$ cat src/rtl/scan_polar_to_cartesian_core_assert.svh
// Assertion macros shared by the RTL of the polar-to-cartesian core.
// Both macros sample on the rising edge of aclk and are disabled while
// aresetn is low, so the module that uses them must have those two ports.
`ifndef SCAN_POLAR_TO_CARTESIAN_CORE_ASSERT_SVH
`define SCAN_POLAR_TO_CARTESIAN_CORE_ASSERT_SVH

// Consequence must hold in the same cycle as the antecedent.
`define SPC_ASSERT_SAME(label, ante, cons, msg) \
    label: assert property (@(posedge aclk) disable iff (!aresetn) (ante) |-> (cons)) \
        else $error(msg);

// Consequence must hold in the cycle after the antecedent.
`define SPC_ASSERT_NEXT(label, ante, cons, msg) \
    label: assert property (@(posedge aclk) disable iff (!aresetn) (ante) |=> (cons)) \
        else $error(msg);

`endif

$ cat src/rtl/spc_pkg.sv
package spc_pkg;

    // Default values of the top-level parameters.
    localparam int DEF_RANGE_BITS      = 16;
    localparam int DEF_ANGLE_BITS      = 16;
    localparam int DEF_ROTATION_STAGES = 16;

    // Fixed field widths.
    localparam int IN_RANGE_BITS  = 16;
    localparam int INDEX_BITS     = 16;
    localparam int REG_BITS       = 16;
    localparam int OUT_BITS       = 17;
    localparam int CFG_INDEX_BITS = 8;

    // Rotator angle word: units of 2^-32 turn.
    localparam int Z_BITS        = 32;
    localparam int ATAN_ENTRIES  = 24;
    localparam int FRAC_BITS     = 16;
    localparam int OUT_LIMIT     = 65535;

    // CORDIC gain 0.6072529350088813 in Q0.32.
    localparam logic [31:0] GAIN_Q32 = 32'h9B74EDA8;

    // atan(2^-i) in units of 2^-32 turn.
    localparam logic [Z_BITS-1:0] ATAN_TURN32 [ATAN_ENTRIES] = '{
        32'h20000000, 32'h12E4051E, 32'h09FB385B, 32'h051111D4,
        32'h028B0D43, 32'h0145D7E1, 32'h00A2F61E, 32'h00517C55,
        32'h0028BE53, 32'h00145F2F, 32'h000A2F98, 32'h000517CC,
        32'h00028BE6, 32'h000145F3, 32'h0000A2FA, 32'h0000517D,
        32'h000028BE, 32'h0000145F, 32'h00000A30, 32'h00000518,
        32'h0000028C, 32'h00000146, 32'h000000A3, 32'h00000051
    };

    // Configuration register indexes.
    localparam logic [CFG_INDEX_BITS-1:0] CFG_ANGLE_START = 8'd0;
    localparam logic [CFG_INDEX_BITS-1:0] CFG_ANGLE_STEP  = 8'd1;
    localparam logic [CFG_INDEX_BITS-1:0] CFG_RANGE_LOWER = 8'd2;
    localparam logic [CFG_INDEX_BITS-1:0] CFG_RANGE_UPPER = 8'd3;

    // Quadrant the beam angle was folded from.
    typedef enum logic [1:0] {
        QUAD_0   = 2'd0,
        QUAD_90  = 2'd1,
        QUAD_180 = 2'd2,
        QUAD_270 = 2'd3
    } quad_t;

    // Side information that travels with a sample through the rotator.
    typedef struct packed {
        logic [INDEX_BITS-1:0] index;
        quad_t                 quad;
    } side_t;

endpackage

$ cat src/rtl/spc_rot_stage.sv
// One registered CORDIC micro-rotation with its own valid/ready slot.
module spc_rot_stage #(
    parameter int XW    = 34,
    parameter int STAGE = 0
) (
    input  logic                               aclk,
    input  logic                               aresetn,
    input  logic                               in_valid,
    output logic                               in_ready,
    input  logic signed [XW-1:0]               in_x,
    input  logic signed [XW-1:0]               in_y,
    input  logic signed [spc_pkg::Z_BITS-1:0]  in_z,
    input  spc_pkg::side_t                     in_side,
    output logic                               out_valid,
    input  logic                               out_ready,
    output logic signed [XW-1:0]               out_x,
    output logic signed [XW-1:0]               out_y,
    output logic signed [spc_pkg::Z_BITS-1:0]  out_z,
    output spc_pkg::side_t                     out_side
);

    localparam logic signed [spc_pkg::Z_BITS-1:0] ATAN_STEP =
        signed'(spc_pkg::ATAN_TURN32[STAGE]);

    logic                              valid_reg;
    logic signed [XW-1:0]              x_reg, x_next;
    logic signed [XW-1:0]              y_reg, y_next;
    logic signed [spc_pkg::Z_BITS-1:0] z_reg, z_next;
    spc_pkg::side_t                    side_reg;
    logic signed [XW-1:0]              dx, dy;

    assign in_ready = !valid_reg || out_ready;

    // Arithmetic shifts round toward minus infinity.
    always_comb begin
        dx = in_y >>> STAGE;
        dy = in_x >>> STAGE;
        if (!in_z[spc_pkg::Z_BITS-1]) begin
            x_next = in_x - dx;
            y_next = in_y + dy;
            z_next = in_z - ATAN_STEP;
        end else begin
            x_next = in_x + dx;
            y_next = in_y - dy;
            z_next = in_z + ATAN_STEP;
        end
    end

    always_ff @(posedge aclk) begin
        if (!aresetn) begin
            valid_reg <= 1'b0;
        end else if (in_ready) begin
            valid_reg <= in_valid;
        end
    end

    always_ff @(posedge aclk) begin
        if (in_ready) begin
            x_reg    <= x_next;
            y_reg    <= y_next;
            z_reg    <= z_next;
            side_reg <= in_side;
        end
    end

    assign out_valid = valid_reg;
    assign out_x     = x_reg;
    assign out_y     = y_reg;
    assign out_z     = z_reg;
    assign out_side  = side_reg;

endmodule

$ cat config.mk
export PLATFORM = sky130hd
export DESIGN_NAME = spc_rot_stage
export DESIGN_NICKNAME = d
export VERILOG_FILES = /design/src/rtl/scan_polar_to_cartesian_core_assert.svh /design/src/rtl/spc_pkg.sv /design/src/rtl/spc_rot_stage.sv
export SDC_FILE = /design/constraint.sdc
export NUM_CORES = 1
export LEC_CHECK = 0
export ABC_AREA = 1
export BUFFER_PORTS_ARGS = -buffer_cell sky130_fd_sc_hd__buf_4
export CAP_MARGIN = 20
export CORE_MARGIN = 4
export CORE_UTILIZATION = 25
export CTS_BUF_LIST = sky130_fd_sc_hd__clkbuf_8 sky130_fd_sc_hd__clkbuf_16
export CTS_CLUSTER_SIZE = 8
export DETAILED_ROUTE_END_ITERATION = 10
export REMOVE_ABC_BUFFERS = 1
export SKIP_LAST_GASP = 1
export SYNTH_ARGS = -nofsm -noshare
export SYNTH_HDL_FRONTEND = slang
export SYNTH_SLANG_ARGS = --single-unit
$ cat constraint.sdc
create_clock -name aclk -period 6.8 [get_ports aclk]
set_input_delay 2.04 -clock aclk [delete_from_list [all_inputs] [get_ports aclk]]
set_output_delay 2.04 -clock aclk [all_outputs]
set_load 0.1 [all_outputs]
==> impl_metrics.json <==
{
  "result_of_the_run": "finished, final reports clean",
  "synth-warning-count": 0,
  "numCtsBuffers": 17,
  "slew_violations": 0,
  "layout_common_cells": "nand2_1 (381), buf_4 (244), inv_1 (213)",
  "p_per_area_nw_per_um2": 253.8,
  "wirelength_um": 42050,
  "synth_top_area_share_pct": 31.96,
  "crit_path_end_kind": "output port",
  "largest_net_degree_at_the_start_of_global_routing": 64,
  "slowest_stage_cell_crit_path": "buf_4",
  "grt_pass1_wl_um": 63160,
  "rsz_0062_raised_after_global_routing": "false",
  "cap_viol_max_count": 0,
  "worst_skew_pair.late_latency_ps": 450,
  "postSynth.topFlopCell": "edfxtp_1",
  "worst_hold_slack_ps": 862.3,
  "startpoint": "out_ready",
  "hold_path_startpoint": "out_valid$_SDFFE_PN0P_",
  "post_layout_nonfiller_instances": 2352,
  "syn_to_final_growth_pct": 26.45,
  "crit_fanout": 25,
  "dp.final_hpwl_um": 34740,
  "root_buffer": "clkbuf_16",
  "synth_enable_flop_cells": 117,
  "timing.max_slew.rel_slack_pct": 44.80,
  "post_drt_via_cell_ratio": 4.698,
  "timing.critical_path.slowest_cell_delay_ps": 370,
  "postCtsResizedCells": 0,
  "synthDistinctLibCells": 52,
  "floorplan.initialDensity_pct": 25.40,
  "dp.cells": 2320,
  "finalWeightedCongestion": 0.9432,
  "timing.rr.end": "out_side[0]$_DFFE_PP_",
  "post-route-min-period_ps": 4904,
  "die_y_um": 217.7,
  "cts.reportedPaths.clkPinSlew_ps": 70,
  "yosysTopAreaCell": "edfxtp_1",
  "cts_tree": "built",
  "critPathTopFamily": "buffers and inverters",
  "cp.depth": 4,
  "timing.reg2reg.worst_path_depth": 2,
  "number_of_post_cts_setup_repair_buffers": 0,
  "cell_count_of_the_worst_hold_path": 1,
  "cts_sinks": 118,
  "post-route-period-util_pct": 72.12,
  "timing.reg2reg.setup_slack_ps": 4960,
  "share_of_layout_cells_above_drive_strength_1_pct": 20.49,
  "num_vias": 11050,
  "finalSetupViolCount": 0,
  "max_slew.worst_pin.slew_ps": 828.0,
  "grt_antenna_before_repair": 0,
  "cp_data_required_time_ps": 4760,
  "netlist_area_sq_um": 10990,
  "die_width_um": 217.7,
  "static-leakage-power_nw": 6.720,
  "cts_hold_buffers": 0,
  "globalRouteOverflowTotal": 0,
  "initialDrtViolationCount": 678,
  "grt_usage_pct": 17.45,
  "hold_path_class": "reg -> reg",
  "insertedDiodeCount": 0,
  "fp-row-count": 76,
  "detail-route-antenna-nets": 0,
  "synth_sequential_area_ratio_pct": 32.15,
  "hold_viol_final": 0,
  "crit_chain": "buf_4 > inv_1 > nand2_4 > buf_4",
  "r2r-start": "out_valid$_SDFFE_PN0P_",
  "async_flop_share_pct": 0,
  "setup.worst_path.class": "in -> out",
  "utilization_pct": 32.13,
  "finish.net_count": 1980,
  "cts_htree_levels": 4,
  "route.detailed.wl_per_inst_um": 17.88,
  "boundaryPins": 242,
  "avgSynthCellArea_sq_um": 7.170,
  "synth_seq_cells": 118,
  "yosys-top-cells-area": "edfxtp_1 (32%), nand2_1 (13%), ha_1 (11%)",
  "drt_pre_antenna_iters": 5,
  "drc": 0,
  "startpoint_type": "primary input",
  "peakVddDrop_mv": 0.1647,
  "clock_skew_ps": 6.550,
  "fmax_mhz": 203.9,
  "critPathMostFrequentCell": "buf_4",
  "worst_setup_path_endpoint": "in_ready",
  "grt_pass1_vias": 11140,
  "portBuffers": 241,
  "critPathBufInv": 3,
  "postSynthCellCount": 1533,
  "core_sq_um": 43270,
  "worst_ep_arrival_time_ps": 2860,
  "die_footprint_sq_um": 47390,
  "clockBufferDepth": 2,
  "leading_cell_type_in_the_layout_fill_and_taps_excluded": "nand2_1"
}
-- kinds of logic after synthesis --
kind of cell / count (synthesis) / share of synthesized area (%)
simple gates: 734 / 28.99
compound gates: 281 / 14.64
buf+inv: 273 / 10.27
flops: 118 / 32.15
fa+ha+maj: 104 / 12.11
xor+xnor: 22 / 1.753
mux: 1 / 0.09107
-- Yosys cell counts, types with 3 or more instances --
cell and instances:
nand2_4 3, nand4_1 12, xor2_1 21, nor2_4 3
o21ai_2 5, a21oi_1 121, nor2_2 12, a21boi_0 3
ha_1 100, edfxtp_1 117, or2_2 3, o21bai_1 14
nand2_2 19, a21o_1 9, a21oi_2 5, nand2_1 382
nand3_1 141, buf_4 19, nor3_2 5, buf_2 12
nor2_1 132, nand3_2 3, o22ai_1 8, nor3_1 10
fa_1 4, inv_2 16, o21ai_0 77, clkbuf_1 8
o21ai_1 22, a31oi_1 3, inv_1 212, o211ai_2 3
-- how the worst min path moves through the flow --
stage	endpoint	slack, ps
after floorplan	out_side[0]$_DFFE_PP_	2140
after global placement	out_x[23]$_DFFE_PP_	880
after detailed placement	out_x[31]$_DFFE_PP_	880
after CTS	out_x[31]$_DFFE_PP_	900
after global routing	out_y[31]$_DFFE_PP_	920
final	out_y[31]$_DFFE_PP_	860
-- state kept, by name, indices dropped and copies added (netlist names) --
signal / flops
out_side: 18
out_valid: 1
out_x: 33
out_y: 34
out_z: 32
-- final cells by class --
class / count / area [sq um]
Clock buffer: 17 / 425.4
Clock inverter: 15 / 170.2
Fill cell: 4645 / 29370
Inverter: 231 / 869.6
Multi-Input combinational cell: 1142 / 6337
Sequential cell: 118 / 3533
Tap cell: 585 / 732.0
Timing Repair Buffer: 244 / 1832
-- where the power goes --
| group | switching [mW] | internal (mW) |
|---|---|---|
| clock | 0.387 | 0.547 |
| combinational | 1.27 | 0.371 |
| sequential | 0.0355 | 0.919 |
-- layer usage --
metal | global-route usage [%] | vias up | part of all wire (%)
met2 | 30.30 | 332 | 48
met1 | 21.35 | 5192 | 43
met5 | 0 | - | 0
met3 | 2.912 | 70 | 5.2
li1 | - | 5456 | -
met4 | 7.462 | 0 | 3.6
-- per-stage QoR --
step | cell area [sq um] | total power [mW] | setup TNS [ps] | setup WS, ps
6_report | 13900 | 3.528 | 0 | 1896
5_1_grt | 13900 | 3.708 | 0 | 1847
4_1_cts | 13900 | 3.565 | 0 | 1874
2_1_floorplan | 10730 | 2.161 | -405.3 | -405.3
3_5_place_dp | 13300 | 2.604 | 0 | 1876
3_3_place_gp | 13300 | 2.596 | 0 | 1866
Power figures use the tool's default switching activity.
